==> config.mk <==
export PLATFORM = sky130hd
export DESIGN_NAME = x86_call_jump_address_filter_core
export DESIGN_NICKNAME = d
export VERILOG_FILES = /design/src/rtl/core/xcj_pkg.sv /design/src/rtl/core/xcj_front.sv /design/src/rtl/core/xcj_queue.sv /design/src/rtl/core/xcj_back.sv /design/src/rtl/core/x86_call_jump_address_filter_core.sv
export SDC_FILE = /design/constraint.sdc
export NUM_CORES = 1
export LEC_CHECK = 0
export ABC_AREA = 1
export BUFFER_PORTS_ARGS = -buffer_cell sky130_fd_sc_hd__buf_2
export CORE_MARGIN = 3
export CORE_UTILIZATION = 30
export DETAILED_ROUTE_END_ITERATION = 8
export PLACE_DENSITY_LB_ADDON = 0.15
export SKIP_CTS_REPAIR_TIMING = 1
export SLEW_MARGIN = 0
export SYNTH_ARGS = -nofsm -noshare
export SYNTH_HDL_FRONTEND = slang
export SYNTH_SLANG_ARGS = --single-unit
==> constraint.sdc <==
create_clock -name clk -period 4.4 [get_ports clk]
set_clock_uncertainty 0.05 [all_clocks]
set_input_delay 0.88 -clock clk [delete_from_list [all_inputs] [get_ports clk]]
set_output_delay 0.88 -clock clk [all_outputs]
set_load 0.005 [all_outputs]
==> src/rtl/core/xcj_pkg.sv <==
// Shared types and constants for the x86 CALL/JMP address filter.
package xcj_pkg;

  localparam logic [7:0] OP_CALL = 8'hE8;
  localparam logic [7:0] OP_JMP  = 8'hE9;

  localparam int QDEPTH = 4;
  localparam int QAW    = $clog2(QDEPTH);

  localparam logic [1:0] HELD_FULL = 2'd3;

  typedef enum logic {
    MODE_ENCODE = 1'b0,
    MODE_DECODE = 1'b1
  } mode_t;

  // One queued group of output bytes; byte 0 goes out first.
  typedef struct packed {
    logic [31:0] data;
    logic [1:0]  cnt_m1;
    logic        last;
  } entry_t;

endpackage

==> src/rtl/core/xcj_front.sv <==
// Front end: accepts stream bytes, tracks position, collects and converts operands.
module xcj_front
  import xcj_pkg::*;
(
  input  logic       clk,
  input  logic       rst_n,
  input  logic       cfg_we,
  input  logic       cfg_wdata,
  input  logic       in_valid,
  output logic       in_ready,
  input  logic [7:0] in_data_byte,
  input  logic       in_last,
  output logic       push_valid,
  output entry_t     push_data,
  input  logic       push_ready
);

  logic [31:0] pos_r, pos_nxt;
  logic [31:0] opc_pos_r, opc_pos_nxt;
  logic [2:0]  cnt_r, cnt_nxt;
  logic [7:0]  hb_r [3];
  mode_t       mode_r;

  logic        accept;
  logic        idle;
  logic [1:0]  held;
  logic [31:0] word;
  logic [31:0] conv;

  assign in_ready = push_ready;
  assign accept   = in_valid && in_ready;
  assign idle     = cnt_r inside {3'd0, [3'd5:3'd7]};
  assign held     = 2'(cnt_r - 3'd1);
  assign word     = {in_data_byte, hb_r[2], hb_r[1], hb_r[0]};
  assign conv     = (mode_r == MODE_ENCODE) ? word + opc_pos_r : word - opc_pos_r;

  always_comb begin
    pos_nxt     = pos_r;
    opc_pos_nxt = opc_pos_r;
    cnt_nxt     = cnt_r;
    push_valid  = 1'b0;
    push_data   = '{data: {24'd0, in_data_byte}, cnt_m1: 2'd0, last: in_last};
    if (accept) begin
      if (idle) begin
        push_valid = 1'b1;
        if (!in_last && (in_data_byte == OP_CALL || in_data_byte == OP_JMP)) begin
          opc_pos_nxt = pos_r;
          cnt_nxt     = 3'd1;
        end else begin
          cnt_nxt = 3'd0;
        end
      end else if (held == HELD_FULL) begin
        push_valid       = 1'b1;
        push_data.data   = conv;
        push_data.cnt_m1 = HELD_FULL;
        cnt_nxt          = 3'd0;
      end else if (in_last) begin
        push_valid       = 1'b1;
        push_data.cnt_m1 = held;
        case (held)
          2'd1:    push_data.data = {16'd0, in_data_byte, hb_r[0]};
          2'd2:    push_data.data = {8'd0, in_data_byte, hb_r[1], hb_r[0]};
          default: push_data.data = {24'd0, in_data_byte};
        endcase
        cnt_nxt = 3'd0;
      end else begin
        cnt_nxt = cnt_r + 3'd1;
      end
      if (in_last) begin
        pos_nxt     = '0;
        opc_pos_nxt = '0;
        cnt_nxt     = 3'd0;
      end else begin
        pos_nxt = pos_r + 32'd1;
      end
    end
  end

  always_ff @(posedge clk) begin
    if (!rst_n) begin
      pos_r     <= '0;
      opc_pos_r <= '0;
      cnt_r     <= 3'd0;
      mode_r    <= MODE_ENCODE;
    end else begin
      pos_r     <= pos_nxt;
      opc_pos_r <= opc_pos_nxt;
      cnt_r     <= cnt_nxt;
      if (cfg_we) begin
        mode_r <= mode_t'(cfg_wdata);
      end
    end
  end

  always_ff @(posedge clk) begin
    if (accept && !idle && !in_last && held != HELD_FULL) begin
      hb_r[held] <= in_data_byte;
    end
  end

endmodule

==> src/rtl/core/xcj_queue.sv <==
// Short queue of byte groups between the front end and the output sequencer.
module xcj_queue
  import xcj_pkg::*;
(
  input  logic   clk,
  input  logic   rst_n,
  input  logic   push_valid,
  input  entry_t push_data,
  output logic   push_ready,
  output logic   pop_valid,
  output entry_t pop_data,
  input  logic   pop_ready
);

  entry_t         mem_r [QDEPTH];
  logic [QAW-1:0] wptr_r, rptr_r;
  logic [QAW:0]   count_r, count_nxt;
  logic           push, pop;

  assign push_ready = (count_r != (QAW+1)'(QDEPTH));
  assign pop_valid  = (count_r != '0);
  assign pop_data   = mem_r[rptr_r];
  assign push       = push_valid && push_ready;
  assign pop        = pop_valid && pop_ready;

  always_comb begin
    count_nxt = count_r;
    if (push && !pop) begin
      count_nxt = count_r + (QAW+1)'(1);
    end else if (pop && !push) begin
      count_nxt = count_r - (QAW+1)'(1);
    end
  end

  always_ff @(posedge clk) begin
    if (!rst_n) begin
      wptr_r  <= '0;
      rptr_r  <= '0;
      count_r <= '0;
    end else begin
      count_r <= count_nxt;
      if (push) begin
        wptr_r <= wptr_r + QAW'(1);
      end
      if (pop) begin
        rptr_r <= rptr_r + QAW'(1);
      end
    end
  end

  always_ff @(posedge clk) begin
    if (push) begin
      mem_r[wptr_r] <= push_data;
    end
  end

  a_count_bound: assert property (@(posedge clk) disable iff (!rst_n)
    count_r <= (QAW+1)'(QDEPTH))
    else $error("queue count above depth");

  a_push_grows: assert property (@(posedge clk) disable iff (!rst_n)
    (push && !pop) |=> (count_r == $past(count_r) + (QAW+1)'(1)))
    else $error("queue count did not grow on push");

  a_ptr_track: assert property (@(posedge clk) disable iff (!rst_n)
    (wptr_r - rptr_r) == count_r[QAW-1:0])
    else $error("queue pointers disagree with count");

endmodule

==> src/rtl/core/xcj_back.sv <==
// Output sequencer: unpacks queued byte groups into a registered byte stream.
module xcj_back
  import xcj_pkg::*;
(
  input  logic       clk,
  input  logic       rst_n,
  input  logic       pop_valid,
  input  entry_t     pop_data,
  output logic       pop_ready,
  output logic       out_valid,
  input  logic       out_ready,
  output logic [7:0] out_byte,
  output logic       out_last
);

  logic [31:0] sh_r;
  logic [1:0]  rem_r;
  logic        last_r;
  logic        act_r;
  logic        out_valid_r;
  logic [7:0]  out_byte_r;
  logic        out_last_r;
  logic        out_load;
  logic        pop;

  assign out_load  = !out_valid_r || out_ready;
  assign pop_ready = !act_r || (out_load && rem_r == 2'd0);
  assign pop       = pop_valid && pop_ready;
  assign out_valid = out_valid_r;
  assign out_byte  = out_byte_r;
  assign out_last  = out_last_r;

  always_ff @(posedge clk) begin
    if (!rst_n) begin
      act_r       <= 1'b0;
      out_valid_r <= 1'b0;
    end else begin
      if (out_load) begin
        out_valid_r <= act_r;
      end
      if (pop) begin
        act_r <= 1'b1;
      end else if (out_load && act_r && rem_r == 2'd0) begin
        act_r <= 1'b0;
      end
    end
  end

  always_ff @(posedge clk) begin
    if (out_load && act_r) begin
      out_byte_r <= sh_r[7:0];
      out_last_r <= last_r && (rem_r == 2'd0);
    end
    if (pop) begin
      sh_r   <= pop_data.data;
      rem_r  <= pop_data.cnt_m1;
      last_r <= pop_data.last;
    end else if (out_load && act_r) begin
      sh_r  <= {8'd0, sh_r[31:8]};
      rem_r <= rem_r - 2'd1;
    end
  end

  a_hold: assert property (@(posedge clk) disable iff (!rst_n)
    (out_valid && !out_ready) |=> (out_valid && $stable(out_byte) && $stable(out_last)))
    else $error("output changed while stalled");

  a_no_pop_midgroup: assert property (@(posedge clk) disable iff (!rst_n)
    (act_r && rem_r != 2'd0) |-> !pop)
    else $error("group popped before previous one drained");

  a_last_ends_group: assert property (@(posedge clk) disable iff (!rst_n)
    (out_load && act_r && last_r && rem_r != 2'd0) |=> !out_last_r)
    else $error("last flag raised inside a group");

endmodule

==> src/rtl/core/x86_call_jump_address_filter_core.sv <==
// Top level of the x86 CALL/JMP address filter.
// Converts the 32-bit operand after each E8/E9 opcode byte between relative and absolute
// form (cfg_wdata 0 adds the opcode position, 1 subtracts it). One input byte is taken per
// cycle and one output byte leaves per cycle while out_ready is high; a byte passes the
// group queue, the sequencer register and the output register in turn, a converted
// operand's four bytes as one group. The sustained rate of one byte per cycle is set by
// the single-byte output port; a four-entry group queue between the converter and the
// output sequencer absorbs the four-byte bursts, and input stalls only when it is full.
module x86_call_jump_address_filter_core
  import xcj_pkg::*;
(
  input  logic       clk,
  input  logic       rst_n,
  input  logic       cfg_we,
  input  logic       cfg_wdata,
  input  logic       in_valid,
  output logic       in_ready,
  input  logic [7:0] in_data_byte,
  input  logic       in_last,
  output logic       out_valid,
  input  logic       out_ready,
  output logic [7:0] out_byte,
  output logic       out_last
);

  logic   push_valid, push_ready;
  entry_t push_data;
  logic   pop_valid, pop_ready;
  entry_t pop_data;

  xcj_front u_front (
    .clk          (clk),
    .rst_n        (rst_n),
    .cfg_we       (cfg_we),
    .cfg_wdata    (cfg_wdata),
    .in_valid     (in_valid),
    .in_ready     (in_ready),
    .in_data_byte (in_data_byte),
    .in_last      (in_last),
    .push_valid   (push_valid),
    .push_data    (push_data),
    .push_ready   (push_ready)
  );

  xcj_queue u_queue (
    .clk        (clk),
    .rst_n      (rst_n),
    .push_valid (push_valid),
    .push_data  (push_data),
    .push_ready (push_ready),
    .pop_valid  (pop_valid),
    .pop_data   (pop_data),
    .pop_ready  (pop_ready)
  );

  xcj_back u_back (
    .clk       (clk),
    .rst_n     (rst_n),
    .pop_valid (pop_valid),
    .pop_data  (pop_data),
    .pop_ready (pop_ready),
    .out_valid (out_valid),
    .out_ready (out_ready),
    .out_byte  (out_byte),
    .out_last  (out_last)
  );

endmodule

Word level (Yosys, flattened, before mapping)
Memory sizes are Yosys's and may differ from the RTL's. A register that Yosys moved wholly into a read port is not among the register bits.
Cells that the tools add are included.
{"block": "word_totals", "register_bits": 121, "ram_bits": 164, "input_bits": 15, "output_inout_bits": 11, "word_cells": 100, "memories": 2}
{"memory": "u_queue.mem_r", "depth": 4, "word_bits": 35, "rd": 1, "rd_clocked_by_memory_dff": 1, "write_ports": 1, "line_no": "xcj_queue.sv:15", "source": "entry_t mem_r [QDEPTH];"}
{"memory": "u_front.hb_r", "depth": 3, "word_bits": 8, "rd": 3, "rd_clocked_by_memory_dff": 0, "write_ports": 1, "line_no": "xcj_front.sv:21", "source": "logic [7:0] hb_r [3];"}
{"block": "classes", "addsub": 10, "magnitude_cmp": 2, "eq_ne": 7, "n_mux": 32, "n_reduce_logical": 33}
{"op": "$mux 32", "count": 7}
{"op": "$mux 34", "count": 4}
{"op": "$pmux 24 s2", "count": 1}
{"op": "$add 32x1->32 const B", "count": 1}
{"op": "$add 32x32->32", "count": 1}
{"op": "$sub 32x32->32", "count": 1}
{"op": "$eq 8x8->1 const B", "count": 2}
{"op": "$mux 3", "count": 5}
{"op": "$logic_and 1x1->1", "count": 14}
{"op": "$reduce_bool 2->1", "count": 6}
{"op": "$mux 1", "count": 11}
{"op": "$mux 2", "count": 4}
{"op": "$add 3x1->3 const B", "count": 2}
{"op": "$logic_not 1->1", "count": 6}
{"op": "$add 2x1->2 const B", "count": 2}
{"op": "$eq 2x2->1 const B", "count": 2}
{"op": "$sub 2x1->2 const B", "count": 2}
{"op": "$ge 3x3->1 const B", "count": 1}
{"op": "$le 3x3->1 const B", "count": 1}
{"op": "$logic_not 3->1", "count": 1}
{"op": "$logic_or 1x1->1", "count": 3}
{"op": "$ne 3x3->1 const B", "count": 1}
{"op": "$reduce_and 3->1", "count": 1}
{"op": "$reduce_bool 3->1", "count": 1}
{"op": "4 further kinds", "count": 4}

Depth between registers and ports, before layout
{"block": "depth", "word_depth": 10, "depth_mapped": 22, "mapped_depth_nobuf": 22}

Hierarchy
A second synthesis with hierarchy kept.
{"block": "hier_totals", "hier_cells": 1956, "hier_area_um2": 15768.9}
{"module": "xcj_front", "n_inst": 1, "cells_each": 1382, "area_each_um2": 8119.0, "seq_area_each_um2": 2082.0}
{"module": "xcj_queue", "n_inst": 1, "cells_each": 406, "area_each_um2": 5645.4, "seq_area_each_um2": 4384.2}
{"module": "xcj_back", "n_inst": 1, "cells_each": 168, "area_each_um2": 2004.4, "seq_area_each_um2": 1361.3}

Least setup slack after synthesis
Ideal clock, no wire load.
{"block": "synth_timing", "kind": "register -> register", "startpoint": "register u_queue.count_r[0]", "endpoint": "register u_back.rem_r[0], enable pin", "setup_time_ns": 0.472, "t_arrival_ns": 2.897, "required_ns": 3.878, "path_slack_ns": 0.980, "stages_incl_launch_ff": 3, "path_buffers": 0, "synth_period_minus_slack_ns": 3.420, "path_cell_list": "dfxtp_1 > nor3_1 > o21ai_0"}
{"block": "synth_via", "elab_chain_cells": 3}
{"element": "from (decl)", "line_no": "xcj_queue.sv:17", "source": "logic [QAW:0] count_r, count_nxt;"}
{"element": "from (signal assigned)", "line_no": "xcj_queue.sv:41", "source": "count_r <= count_nxt;"}
{"element": "$reduce_bool 3->1", "line_no": "xcj_queue.sv:21", "source": "assign pop_valid = (count_r != '0);"}
{"element": "$logic_and 1x1->1", "line_no": "xcj_back.sv:28", "source": "assign pop = pop_valid && pop_ready;"}
{"element": "$reduce_bool 2->1 (no source line)"}
{"element": "to (signal assigned)", "line_no": "xcj_back.sv:56", "source": "rem_r <= pop_data.cnt_m1;"}
{"element": "to (signal assigned)", "line_no": "xcj_back.sv:60", "source": "rem_r <= rem_r - 2'd1;"}
{"element": "to (decl)", "line_no": "xcj_back.sv:17", "source": "logic [1:0] rem_r;"}
Every way passes these cells.
A chain may end at the register's enable or synchronous reset.

==> flow_summary.yaml <==
outcome:
  status: "completed"
floorplanning:
  start_util_pct: 30.73
  fp.dieW_um: 233.9
  die_y_um: 233.9
  core-area_mm2: 0.05068
  io_pins: 26
  dieArea_mm2: 0.05469
  rows: 82
power_and_ir_drop:
  power_density_mw_per_mm2: 470.2
  irDropWorstVdd_mv: 0.3229
  power.leakage_uw: 0.007135
clock_network:
  cts.sinks: 287
  clockRootBuffer: "clkbuf_16"
  cts.path.max_buffers: 3
  htreeDepth: 2
  cts_buffers: 37
  path_clk_slew_ns: 0.05
  cts_tree: "done"
  clock_latency_ns: 0.56
route:
  drc: 0
  wl_per_cell_um: 18.01
  num_vias: 12652
  drt-initial-drc-count: 766
  drtPass1Iterations: 4
  viasPerCell: 4.789
  ant_nets: 0
  drt-total-wl_mm: 47.58
grt:
  antenna_found_initial: 0
  grt_pass1_vias: 12424
  grt_use_total_pct: 17.60
  grt.overflow.total: 0
  grt_pass1_wl_mm: 73.02
  grt_max_degree: 71
min_path:
  min_from: "u_back.sh_r[7]"
  hp-class: "reg2reg"
setup_path:
  r2r_start: "u_front.opc_pos_r[0]"
  arrival_ns: 3.80
  cp-start-kind: "register"
  startpoint: "u_front.opc_pos_r[0]"
  cp.required_ns: 4.65
  timing_worst_setup_path_type: "reg2reg"
  crit_fanout: 7
  endpoint_kind: "register"
placement:
  place_inst: 2576
  dp_hpwl_mm: 34.15
  place.port_buffers: 25
  place.gp.congestion: 0.9429
  post_dp_cell_area_mm2: 0.01648
timing:
  hold_violations: 0
  tightest_slew_ns: 1.042
  holdWs_ns: 0.3707
  period_needed_ns: 3.552
  grt_setup_unrepaired: "no"
  setup_violations: 0
  drv_slew: 0
  period_share_pct: 80.74
  setup_tns_ns: 0
  slew_headroom_pct: 29.79
  fmax_mhz: 281.5
synthesis:
  async_flop_share_pct: 0
  synth_enable_flop_cells: 208
  synth_seq_cells: 287
  syn-num-nets: 1983
  ys.flop_type: "edfxtp_1"
  yosys_warnings: 0
  ys_types: 48
  ys_seq_area_share_pct: 50.26
  syn_area_per_cell_um2: 8.116
  netlist_area_mm2: 0.01557
  postSynthCellCount: 1919
flow_run:
  drv_cap: 0
finish:
  fin_area_mm2: 0.01766
  area_growth_pct: 13.38
  stdcell_count: 2642
  antenna_cells: 0
  drive_gt1_share_pct: 7.513
  final_nets: 2007
-- metal layers --
layer  share of wire (%)  vias to the layer above  GRT usage, %
met5                   0                        -             0
met4                 4.0                        0         7.192
met3                 3.6                       84         2.502
met2                  49                      232         30.53
met1                  44                     5955         22.01
li1                    -                     6381             -
-- final cells by class --
cell class,count,area (um^2)
inverters,233,875.8
clock inverters,12,141.4
multi-input cells,1336,6621
well taps,672,840.8
repair buffers,48,310.3
fillers,5338,33020
flip-flops and latches,287,7829
clock buffers,54,1041
-- layout by cell type, fill, tap and decap left out, types with 4 or more instances in the layout --
cell       count
dfxtp_1       78
nor2_4         9
o21ai_1       16
nand3_1      113
xnor2_1        4
clkinv_2       5
ha_1          47
inv_1        221
o22ai_1        6
o21ai_0      103
nand4_1       28
nor3_1        10
buf_2         25
nand2_2       11
a22oi_1        7
edfxtp_1     208
nor2_2         6
nor2_1       331
nand2_1      415
a31oi_1       27
clkbuf_1      13
xor2_1        36
buf_4         22
o31ai_1        4
nand3b_1       5
a21o_1        10
o21bai_1       6
inv_2         10
clkbuf_16     38
a21oi_1      118
-- synthesized netlist by cell type, types with 28 or more instances --
| cell type | instances | share of area, % |
|---|---|---|
| dfxtp_1 | 79 | 10 |
| o21ai_0 | 104 | 3.3 |
| inv_1 | 221 | 5.3 |
| xor2_1 | 36 | 2.0 |
| ha_1 | 47 | 3.8 |
| nand3_1 | 113 | 3.6 |
| nand2_1 | 415 | 10 |
| edfxtp_1 | 208 | 40 |
| a21oi_1 | 118 | 3.8 |
| clkbuf_1 | 32 | 0.77 |
| nor2_1 | 335 | 8.1 |
| nand4_1 | 28 | 1.1 |
-- report_power, final --
group / internal (uW) / switching, uW / leakage [uW] / total [uW]
combinational: 511 / 1290 / 0.00404 / 1800
clock: 1720 / 1180 / 0.000574 / 2900
sequential: 3470 / 131 / 0.00252 / 3600
-- worst paths after layout --
path,depth (start not counted),end,slack [ns]
max,19,u_queue.mem_r[0][26],0.85
min,0,u_back.out_byte[7],0.37
max reg2reg,19,u_queue.mem_r[0][26],0.85
min reg2reg,0,u_back.out_byte[7],0.37
-- critical path, stage by stage (launching register included) --
cell and delay, ns:
dfxtp_1 0.32, inv_1 0.08, ha_1 0.17, nand3_1 0.16
nor2_2 0.19, nand2_1 0.10, or2_1 0.26, nand2_2 0.16
nand2_1 0.08, xor2_1 0.15, ha_1 0.41, nand2_1 0.12
nor2_1 0.24, nand2_1 0.20, nor2_1 0.14, nand2_1 0.12
nand4_1 0.13, nand3_1 0.09, nand2_1 0.07, inv_1 0.07
-- sequential cells by signal, indices dropped and copies added (netlist names), 2 cells and up, named ones only --
name	count
u_back.out_byte	8
u_queue.wptr_r	2
u_queue.rptr_r	2
u_front.pos_r	32
u_front.hb_r	24
u_back.sh_r	32
u_queue.mem_r	140
u_back.rem_r	2
u_front.opc_pos_r	32
u_front.cnt_r	3
u_queue.count_r	3
-- through the flow --
step | utilization (%) | setup slack [ns] | total power (uW)
6_report | 34.84 | 0.8475 | 8304
5_1_grt | 34.84 | 0.3724 | 8844
4_1_cts | 34.84 | 0.8169 | 8489
3_5_place_dp | 32.51 | 0.8326 | 5528
3_3_place_gp | 32.51 | 0.8599 | 5522
2_1_floorplan | - | 0.9803 | 4853
-- cells by family after synthesis --
| family | after synthesis | share of synthesized area [%] |
|---|---|---|
| DFF | 287 | 50.26 |
| xor gates and xnor gates | 40 | 2.249 |
| buffers and inverters | 296 | 7.495 |
| AOI/OAI and AO/OA | 305 | 10.72 |
| and+or+nand+nor | 942 | 25.24 |
| adders and majority gates | 49 | 4.033 |
(Power assumes the default switching activity.)
